**config.mk**
```make
export PLATFORM = sky130hd
export DESIGN_NAME = array_table_insert_remove_search_unit
export DESIGN_NICKNAME = d
export VERILOG_FILES = /design/src/hw/rtl/atis_pkg.sv /design/src/hw/rtl/array_table_insert_remove_search_unit.sv /design/src/hw/rtl/atis_cell.sv
export SDC_FILE = /design/constraint.sdc
export NUM_CORES = 2
export LEC_CHECK = 0
export BUFFER_PORTS_ARGS = -buffer_cell sky130_fd_sc_hd__clkbuf_2
export CAP_MARGIN = 20
export CORE_AREA = 5 5 422 424
export CTS_BUF_LIST = sky130_fd_sc_hd__clkbuf_2 sky130_fd_sc_hd__clkbuf_4 sky130_fd_sc_hd__clkbuf_8
export DETAILED_ROUTE_END_ITERATION = 8
export DIE_AREA = 0 0 427 429
export PLACE_DENSITY_LB_ADDON = 0.3
export RECOVER_POWER = 25
export SLEW_MARGIN = 10
export SYNTH_ARGS = -nofsm -noshare
export SYNTH_HDL_FRONTEND = slang
export SYNTH_SLANG_ARGS = --single-unit
```
**constraint.sdc**
```tcl
create_clock -name clk -period 4.8 [get_ports clk]
set_clock_uncertainty 0.1 [all_clocks]
set_input_delay 0.96 -clock clk [delete_from_list [all_inputs] [get_ports clk]]
set_output_delay 0.96 -clock clk [all_outputs]
set_load 0.005 [all_outputs]
```
**src/hw/rtl/atis_pkg.sv**
```systemverilog
package atis_pkg;

    localparam int ATIS_DEPTH = 16;
    localparam int VALUE_W    = 32;
    localparam int IN_DATA_W  = 40;
    localparam int OUT_DATA_W = 40;

    localparam logic [2:0] MODE_APPEND   = 3'd0;
    localparam logic [2:0] MODE_POP      = 3'd1;
    localparam logic [2:0] MODE_REMOVE   = 3'd2;
    localparam logic [2:0] MODE_CONTAINS = 3'd3;
    localparam logic [2:0] MODE_INSERT   = 3'd4;

    typedef enum logic [1:0] {
        STAT_OK      = 2'd0,
        STAT_FULL    = 2'd1,
        STAT_EMPTY   = 2'd2,
        STAT_NOMATCH = 2'd3
    } atis_status_t;

    typedef enum logic [2:0] {
        OP_NOP,
        OP_APPEND,
        OP_POP,
        OP_REMOVE,
        OP_CONTAINS,
        OP_INSERT
    } atis_op_t;

    typedef enum logic [1:0] {
        ST_IDLE,
        ST_RUN,
        ST_DONE
    } atis_state_t;

    typedef struct packed {
        atis_op_t             kind;
        logic [VALUE_W-1:0]   value;
    } atis_cmd_t;

    // token walking down the row of cells
    typedef struct packed {
        logic                 active;
        logic                 seen;
        logic [VALUE_W-1:0]   data;
    } atis_link_t;

endpackage

```
**src/hw/rtl/array_table_insert_remove_search_unit.sv**
```systemverilog
// table of signed 32-bit entries kept in a row of DEPTH cells, with an entry count
// input words on s_tvalid/s_tready/s_tdata carry a mode and a value:
//   append, pop last, remove first match, contains, ordered insert
// every input word yields exactly one output word on m_tvalid/m_tready/m_tdata
// carrying status, found flag, popped value and the entry count after the operation
// an accepted word launches a token that walks the row one cell per clock; each
// cell compares, shifts or swaps its entry as the token passes
// a new word is taken only after the previous result has been loaded into the output register
// s_tready is high only while no operation is in flight; a finished word waits in
// the output register while the next input word may already be taken
// when the receiver stalls the output word holds and the next result waits
// append or insert on a full table is rejected with status full
// reset clears every cell to zero and the count to zero; no clearing pass needed
module array_table_insert_remove_search_unit
    import atis_pkg::*;
#(
    parameter int DEPTH = ATIS_DEPTH
)
(
    input  logic                  clk,
    input  logic                  rst_n,
    input  logic                  s_tvalid,
    output logic                  s_tready,
    input  logic [IN_DATA_W-1:0]  s_tdata,  // mode[2:0], value[34:3], zero pad
    output logic                  m_tvalid,
    input  logic                  m_tready,
    output logic [OUT_DATA_W-1:0] m_tdata   // status[1:0], found[2], read_value[34:3],
                                            // count[39:35]
);

    localparam int CW = $clog2(DEPTH + 1);

    atis_state_t            state_reg;
    atis_state_t            state_next;
    logic [CW-1:0]          count_reg;
    logic [CW-1:0]          count_next;
    atis_cmd_t              cmd_reg;
    atis_cmd_t              cmd_next;
    logic [CW-1:0]          target_reg;
    logic [CW-1:0]          target_next;
    atis_status_t           pre_status_reg;
    atis_status_t           pre_status_next;
    atis_link_t             head_reg;
    atis_link_t             tail_reg;
    logic [OUT_DATA_W-1:0]  out_data_reg;
    logic [OUT_DATA_W-1:0]  out_data_next;
    logic                   out_valid_reg;
    logic                   out_valid_next;

    atis_link_t             link [0:DEPTH];
    logic [VALUE_W-1:0]     entry_q [0:DEPTH-1];

    logic [2:0]             in_mode;
    logic [VALUE_W-1:0]     in_value;
    logic                   accept;
    logic                   full;
    logic                   empty;
    logic                   capture_tail;
    logic                   load_out;
    atis_status_t           res_status;
    logic                   res_found;
    logic [VALUE_W-1:0]     res_read;

    assign in_mode  = s_tdata[2:0];
    assign in_value = s_tdata[34:3];
    assign accept   = s_tvalid && s_tready;
    assign full     = (count_reg == CW'(DEPTH));
    assign empty    = (count_reg == '0);

    // mode decode at accept
    always_comb
    begin
        cmd_next        = cmd_reg;
        target_next     = target_reg;
        pre_status_next = pre_status_reg;
        if (accept)
        begin
            cmd_next.value  = in_value;
            cmd_next.kind   = OP_NOP;
            target_next     = count_reg;
            pre_status_next = STAT_OK;
            unique case (in_mode)
                MODE_APPEND:
                begin
                    if (full)
                    begin
                        pre_status_next = STAT_FULL;
                    end
                    else
                    begin
                        cmd_next.kind = OP_APPEND;
                    end
                end
                MODE_POP:
                begin
                    cmd_next.kind = OP_POP;
                    if (empty)
                    begin
                        pre_status_next = STAT_EMPTY;
                        target_next     = '0;
                    end
                    else
                    begin
                        target_next = count_reg - CW'(1);
                    end
                end
                MODE_REMOVE:
                begin
                    cmd_next.kind = OP_REMOVE;
                end
                MODE_CONTAINS:
                begin
                    cmd_next.kind = OP_CONTAINS;
                end
                MODE_INSERT:
                begin
                    if (full)
                    begin
                        pre_status_next = STAT_FULL;
                    end
                    else
                    begin
                        cmd_next.kind = OP_INSERT;
                    end
                end
                default:
                begin
                    cmd_next.kind = OP_NOP;
                end
            endcase
        end
    end

    // row of cells
    assign link[0] = head_reg;

    genvar gi;
    generate
        for (gi = 0; gi < DEPTH; gi++)
        begin : g_cell
            logic [VALUE_W-1:0] upper;
            if (gi + 1 < DEPTH)
            begin : g_mid
                assign upper = entry_q[gi + 1];
            end
            else
            begin : g_top
                assign upper = '0;
            end
            atis_cell #(
                .DEPTH (DEPTH),
                .CW    (CW),
                .IDX   (gi)
            ) u_cell (
                .clk        (clk),
                .rst_n      (rst_n),
                .cmd        (cmd_reg),
                .count      (count_reg),
                .target     (target_reg),
                .link_in    (link[gi]),
                .next_entry (upper),
                .link_out   (link[gi + 1]),
                .entry      (entry_q[gi])
            );
        end
    endgenerate

    // result from the token that left the last cell
    always_comb
    begin
        res_status = pre_status_reg;
        res_found  = 1'b0;
        res_read   = '0;
        count_next = count_reg;
        case (cmd_reg.kind)
            OP_APPEND, OP_INSERT:
            begin
                count_next = count_reg + CW'(1);
            end
            OP_POP:
            begin
                res_read = tail_reg.data;
                if (!empty)
                begin
                    count_next = count_reg - CW'(1);
                end
            end
            OP_REMOVE:
            begin
                if (tail_reg.seen)
                begin
                    count_next = count_reg - CW'(1);
                end
                else
                begin
                    res_status = STAT_NOMATCH;
                end
            end
            OP_CONTAINS:
            begin
                res_found = tail_reg.seen;
            end
            default:
            begin
            end
        endcase
        out_data_next = {5'(count_next), res_read, res_found, res_status};
    end

    // next state
    always_comb
    begin
        state_next = state_reg;
        unique case (state_reg)
            ST_IDLE:
            begin
                if (accept)
                begin
                    state_next = ST_RUN;
                end
            end
            ST_RUN:
            begin
                if (link[DEPTH].active)
                begin
                    state_next = ST_DONE;
                end
            end
            ST_DONE:
            begin
                if (!out_valid_reg || m_tready)
                begin
                    state_next = ST_IDLE;
                end
            end
            default:
            begin
                state_next = ST_IDLE;
            end
        endcase
    end

    // state outputs
    always_comb
    begin
        s_tready     = 1'b0;
        capture_tail = 1'b0;
        load_out     = 1'b0;
        unique case (state_reg)
            ST_IDLE:
            begin
                s_tready = 1'b1;
            end
            ST_RUN:
            begin
                capture_tail = link[DEPTH].active;
            end
            ST_DONE:
            begin
                load_out = !out_valid_reg || m_tready;
            end
            default:
            begin
            end
        endcase
    end

    always_comb
    begin
        if (load_out)
        begin
            out_valid_next = 1'b1;
        end
        else if (m_tready)
        begin
            out_valid_next = 1'b0;
        end
        else
        begin
            out_valid_next = out_valid_reg;
        end
    end

    always_ff @(posedge clk or negedge rst_n)
    begin
        if (!rst_n)
        begin
            state_reg      <= ST_IDLE;
            count_reg      <= '0;
            head_reg       <= '0;
            out_valid_reg  <= 1'b0;
            cmd_reg        <= '{kind: OP_NOP, value: '0};
            pre_status_reg <= STAT_OK;
        end
        else
        begin
            state_reg      <= state_next;
            cmd_reg        <= cmd_next;
            pre_status_reg <= pre_status_next;
            head_reg       <= '{active: accept, seen: 1'b0, data: '0};
            out_valid_reg  <= out_valid_next;
            if (load_out)
            begin
                count_reg <= count_next;
            end
        end
    end

    always_ff @(posedge clk)
    begin
        target_reg <= target_next;
        if (capture_tail)
        begin
            tail_reg <= link[DEPTH];
        end
        if (load_out)
        begin
            out_data_reg <= out_data_next;
        end
    end

    assign m_tvalid = out_valid_reg;
    assign m_tdata  = out_data_reg;

`ifndef SYNTHESIS
    a_count_range: assert property (@(posedge clk) disable iff (!rst_n)
        count_reg <= CW'(DEPTH))
        else $error("entry count beyond depth");

    a_tail_in_run: assert property (@(posedge clk) disable iff (!rst_n)
        link[DEPTH].active |-> state_reg == ST_RUN)
        else $error("token left the row outside an operation");

    a_count_on_load: assert property (@(posedge clk) disable iff (!rst_n)
        (count_reg != $past(count_reg)) |-> $past(load_out))
        else $error("count changed without a result word");

    a_out_from_done: assert property (@(posedge clk) disable iff (!rst_n)
        $rose(m_tvalid) |-> $past(state_reg == ST_DONE))
        else $error("output word raised outside done state");
`endif

endmodule

```
**src/hw/rtl/atis_cell.sv**
```systemverilog
module atis_cell
    import atis_pkg::*;
#(
    parameter int DEPTH = ATIS_DEPTH,
    parameter int CW    = $clog2(DEPTH + 1),
    parameter int IDX   = 0
)
(
    input  logic               clk,
    input  logic               rst_n,
    input  atis_cmd_t          cmd,
    input  logic [CW-1:0]      count,
    input  logic [CW-1:0]      target,
    input  atis_link_t         link_in,
    input  logic [VALUE_W-1:0] next_entry,
    output atis_link_t         link_out,
    output logic [VALUE_W-1:0] entry
);

    localparam logic [CW-1:0] IDX_C  = CW'(IDX);
    localparam logic [CW-1:0] NEXT_C = CW'(IDX + 1);

    logic [VALUE_W-1:0] entry_reg;
    logic [VALUE_W-1:0] entry_next;
    atis_link_t         link_reg;
    atis_link_t         link_next;
    logic               occ;
    logic               at_end;
    logic               eq;
    logic               gt;
    logic               hit;
    logic               place;

    always_comb
    begin
        occ        = (IDX_C < count);
        at_end     = (IDX_C == count);
        eq         = occ && (entry_reg == cmd.value);
        gt         = occ && ($signed(entry_reg) > $signed(cmd.value));
        hit        = 1'b0;
        place      = 1'b0;
        link_next  = link_in;
        entry_next = entry_reg;
        if (link_in.active)
        begin
            case (cmd.kind)
                OP_APPEND:
                begin
                    if (IDX_C == target)
                    begin
                        entry_next = cmd.value;
                    end
                end
                OP_POP:
                begin
                    if (IDX_C == target)
                    begin
                        link_next.data = entry_reg;
                    end
                end
                OP_REMOVE:
                begin
                    hit = eq && !link_in.seen;
                    // last occupied cell keeps its stale value
                    if ((hit || link_in.seen) && occ && (NEXT_C < count))
                    begin
                        entry_next = next_entry;
                    end
                    link_next.seen = link_in.seen || hit;
                end
                OP_CONTAINS:
                begin
                    link_next.seen = link_in.seen || eq;
                end
                OP_INSERT:
                begin
                    place = !link_in.seen && (at_end || gt);
                    if (place)
                    begin
                        entry_next     = cmd.value;
                        link_next.data = entry_reg;
                        link_next.seen = 1'b1;
                    end
                    else if (link_in.seen && (occ || at_end))
                    begin
                        // ripple the displaced entry one cell up
                        entry_next     = link_in.data;
                        link_next.data = entry_reg;
                    end
                end
                default:
                begin
                end
            endcase
        end
    end

    always_ff @(posedge clk or negedge rst_n)
    begin
        if (!rst_n)
        begin
            entry_reg <= '0;
            link_reg  <= '0;
        end
        else
        begin
            entry_reg <= entry_next;
            link_reg  <= link_next;
        end
    end

    assign link_out = link_reg;
    assign entry    = entry_reg;

endmodule
```
==> summary.txt <==
Clock tree
  • Post-CTS setup buffers: 0
  • Hold-fix buffers, CTS: 1
  • CTS clk-pin slew, worst paths: 0.06 ns
  • CTS root buf: clkbuf_8
  • Clock sink count: 1,180
  • Worst-Skew Late Latency: 0.95 ns
  • Htree depth: 4
  • Inserted Clock Buffers: 203
  • Post-cts resize count: 0
  • CTS max path bufs: 3
  • CTS tree: done

Timing
  • Period utilization: 0.934
  • FMAX: 223 MHz
  • Crit path time final: 4.48 ns
  • Slew @ Worst Pin: 2.94 ns
  • Slew headroom: -0.969
  • Final Max Slew Viols: 403
  • RSZ-0062 raised after global routing: no
  • Setup TNS: 0 ns
  • WHS: 0.133 ns
  • Final Hold Viols: 0
  • Final setup viols: 0

Yosys
  • Syn Area/Cell: 10.8 µm²
  • Synth Net Count: 6,604
  • Dominant cell type by area after synthesis: dfrtp_1
  • Yosys top cell area share: 0.421
  • Largest cells by area after synthesis: dfrtp_1 (42%), ha_1 (9.9%), mux2_2 (9.5%), a222oi_1 (4.8%), edfxtp_1 (3.6%)
  • EDFF count, synth: 78
  • Primary FF master, synth: dfrtp_1
  • Flops & latches, synth: 1,180
  • Mapped cell area: 65,500 µm²
  • Sequential cell area fraction in the yosys report: 0.456
  • Post-synth ARST share: 0.934
  • Syn Inst Count: 6,042
  • Distinct cell type count after synthesis: 100
  • YS warnings: 0

Worst hold path
  • Min-delay src: s_tdata[21]
  • Hold Path Class: in2reg
  • WHS Endpoint: cmd_reg[18]
  • Hold depth: 3

Routing
  • Via Count: 50,968
  • Wire per inst: 23.8 µm
  • Via-to-Cell Ratio: 5.88
  • DR DRC count: 9
  • Total wire length: 206,000 µm
  • First DRT Iteration DRCs: 5,497
  • Antenna Nets Post-Route: 0
  • First-pass DRT Iterations: 9

Cells and area
  • Core Util, Final: 0.429
  • Synthesis-to-finish area growth: 13.6%
  • Max reg flops: 544
  • Final Non-Filler Cells: 8,670
  • Nets: 6,723
  • Layout cells sized above 1: 0.215

Outcome
  • Status: finished with violations
  • Failing checks: DRC, capacitance limit, slew limit

Worst setup path
  • Reg-to-reg slack, setup: 0.32 ns
  • Worst Path Arrival: 5.17 ns
  • Slowest cell on crit path: a2111oi_0
  • Cell family with most CP delay: compound AO/OA/AOI/OAI gates
  • Reg2reg start: cmd_reg[18]
  • WP buf/inv: 4
  • Crit Path Class: reg2reg
  • Levels on crit path: 14
  • Cell count of the worst reg-to-reg path: 14
  • Required time worst endpoint: 5.48 ns
  • Startpoint Class: register
  • Crit Path Max Fanout: 32
  • RR Endpoint: g_cell[4].u_cell.entry[1]
  • CP cell instances: inv_1 > buf_4 > ha_1 > nand2_1 > o21ai_0 > a2111oi_0 > a31oi_1 > o311ai_0 > buf_4 > nand4_1 > a21o_1 > buf_4 > a222oi_1 > o21ai_0
  • Critical path's most frequent cell: buf_4
  • Worst Setup End Kind: register
  • Worst path max stage delay: 0.58 ns

Power
  • Leakage: 0.0348 µW
  • Peak VDD IR: 336 µV
  • PD cells: 583 nW/µm²

Placed design
  • Post-DP HPWL: 151,000 µm
  • Placer Congestion: 0.939
  • Port bufs: 80
  • Placed cells: 8,278

Global routing
  • Largest net degree at the start of global routing: 138
  • Initial antenna violation count: 10
  • First-pass GRT wire length: 318,000 µm
  • Vias in the first global route: 50,525
  • GR Util All Layers: 0.220
  • Grt met2 use: 0.335
  • Grt peak-use layer: met2
  • Met3 global-route usage: 0.0401
  • Met1 Resource Use GR: 0.314
  • Gr ovfl total: 0

Floorplan
  • Effective utilization at floorplan: 0.378
  • Die area: 183,000 µm²
  • Core ar.: 173,000 µm²
  • Ports: 86
  • # rows: 153
  • Vert. Die Dim: 429 µm
  • Die X: 427 µm

Flow run
  • Max Cap Violations: 7
==> cells by family (layout without fill, tap and decap cells) <==
kind of cell / count (synthesis) / after routing / synth area share
simple gates: 1261 / 1261 / 0.0927
mux: 807 / 807 / 0.137
other cells: 0 / 6 / 0
compound gates: 1575 / 1575 / 0.171
flops: 1180 / 1180 / 0.456
fa+ha+maj: 518 / 518 / 0.0989
xor+xnor: 6 / 6 / 0.000802
buf+inv: 695 / 992 / 0.0435
==> how the worst max path moves through the flow <==
stage	end	start
finish	g_cell[4].u_cell.entry[1]	cmd_reg[18]
global route	g_cell[4].u_cell.entry[1]	cmd_reg[18]
CTS	g_cell[13].u_cell.link_out[15]	g_cell[13].u_cell.entry[9]
detailed placement	g_cell[13].u_cell.link_out[15]	g_cell[13].u_cell.entry[9]
global placement	g_cell[13].u_cell.link_out[9]	g_cell[13].u_cell.entry[9]
floorplan	g_cell[12].u_cell.link_out[13]	cmd_reg[30]
==> through the flow <==
step | total power, µW | area (µm²) | setup slack, ns
6_report | 43400 | 74400 | 0.317
5_1_grt | 46200 | 74400 | 0.0764
4_1_cts | 43300 | 74600 | 0.151
3_5_place_dp | 32900 | 69900 | 0.210
3_3_place_gp | 32100 | 69900 | 0.181
2_1_floorplan | 25600 | 65500 | 1.08
==> layout make-up <==
class / instances / area (µm²)
Tap cell: 2325 / 2910
Clock inverter: 41 / 397
Sequential cell: 1180 / 29900
Inverter: 260 / 976
Fill cell: 16396 / 99000
Multi-Input combinational cell: 4167 / 33100
Clock buffer: 342 / 4220
Timing Repair Buffer: 349 / 2920
Antenna cell: 6 / 15.0
==> synthesized netlist by cell type (9+ instances only) <==
library cell     n
or3_1           11
o31ai_1         12
a211oi_1        14
o21ai_0        337
mux2_1          28
nand3_1         85
dfrtp_1       1102
nor2_1         243
nand3b_1         9
nand2b_1        51
mux2_4          29
and2_1          74
a21oi_1        382
o221ai_1        35
or4_1           12
mux2i_1        196
nor4_1          27
inv_1          257
nand4_1        107
buf_2           90
clkbuf_1       313
a31o_2          11
a31oi_1         50
a22o_1          39
a21boi_0         9
a221oi_1        18
nor2b_1         24
mux2_2         554
a222oi_1       315
nor3_1          37
buf_1           13
and4_1          10
buf_6           17
a22oi_1         40
o21a_1          15
a221o_1         71
edfxtp_1        78
ha_1           518
nand2_1        468
and3_1          71
a21o_1          51
o211ai_1        84
==> metal layers <==
metal / routed length [µm] / vias up
met5: 0 / -
met4: 7700 / 0
met3: 13900 / 342
met2: 91200 / 1837
met1: 93600 / 25633
li1: - / 23156
==> report_power, final <==
part	total (µW)	switching [µW]	internal [µW]
registers	14100	2210	11900
clock network	10300	4480	5860
logic	18900	11700	7270
==> worst min-delay path, stage by stage <==
cell and delay [ns]:
clkbuf_2 0.08, nand2_1 0.04, o21ai_0 0.05
==> cell usage in the layout (no fill, tap or decap), drive strengths merged, types with 53 or more instances in the layout <==
master / count
dfrtp: 1102
mux2: 611
ha: 518
nand2: 468
clkbuf: 446
a21oi: 386
o21ai: 346
a222oi: 315
inv: 264
nor2: 244
buf: 244
mux2i: 196
nand4: 109
nand3: 86
o211ai: 84
edfxtp: 78
and2: 77
a221o: 71
and3: 71
a31oi: 53
No activity file was read; power rests on OpenSTA's default activity.
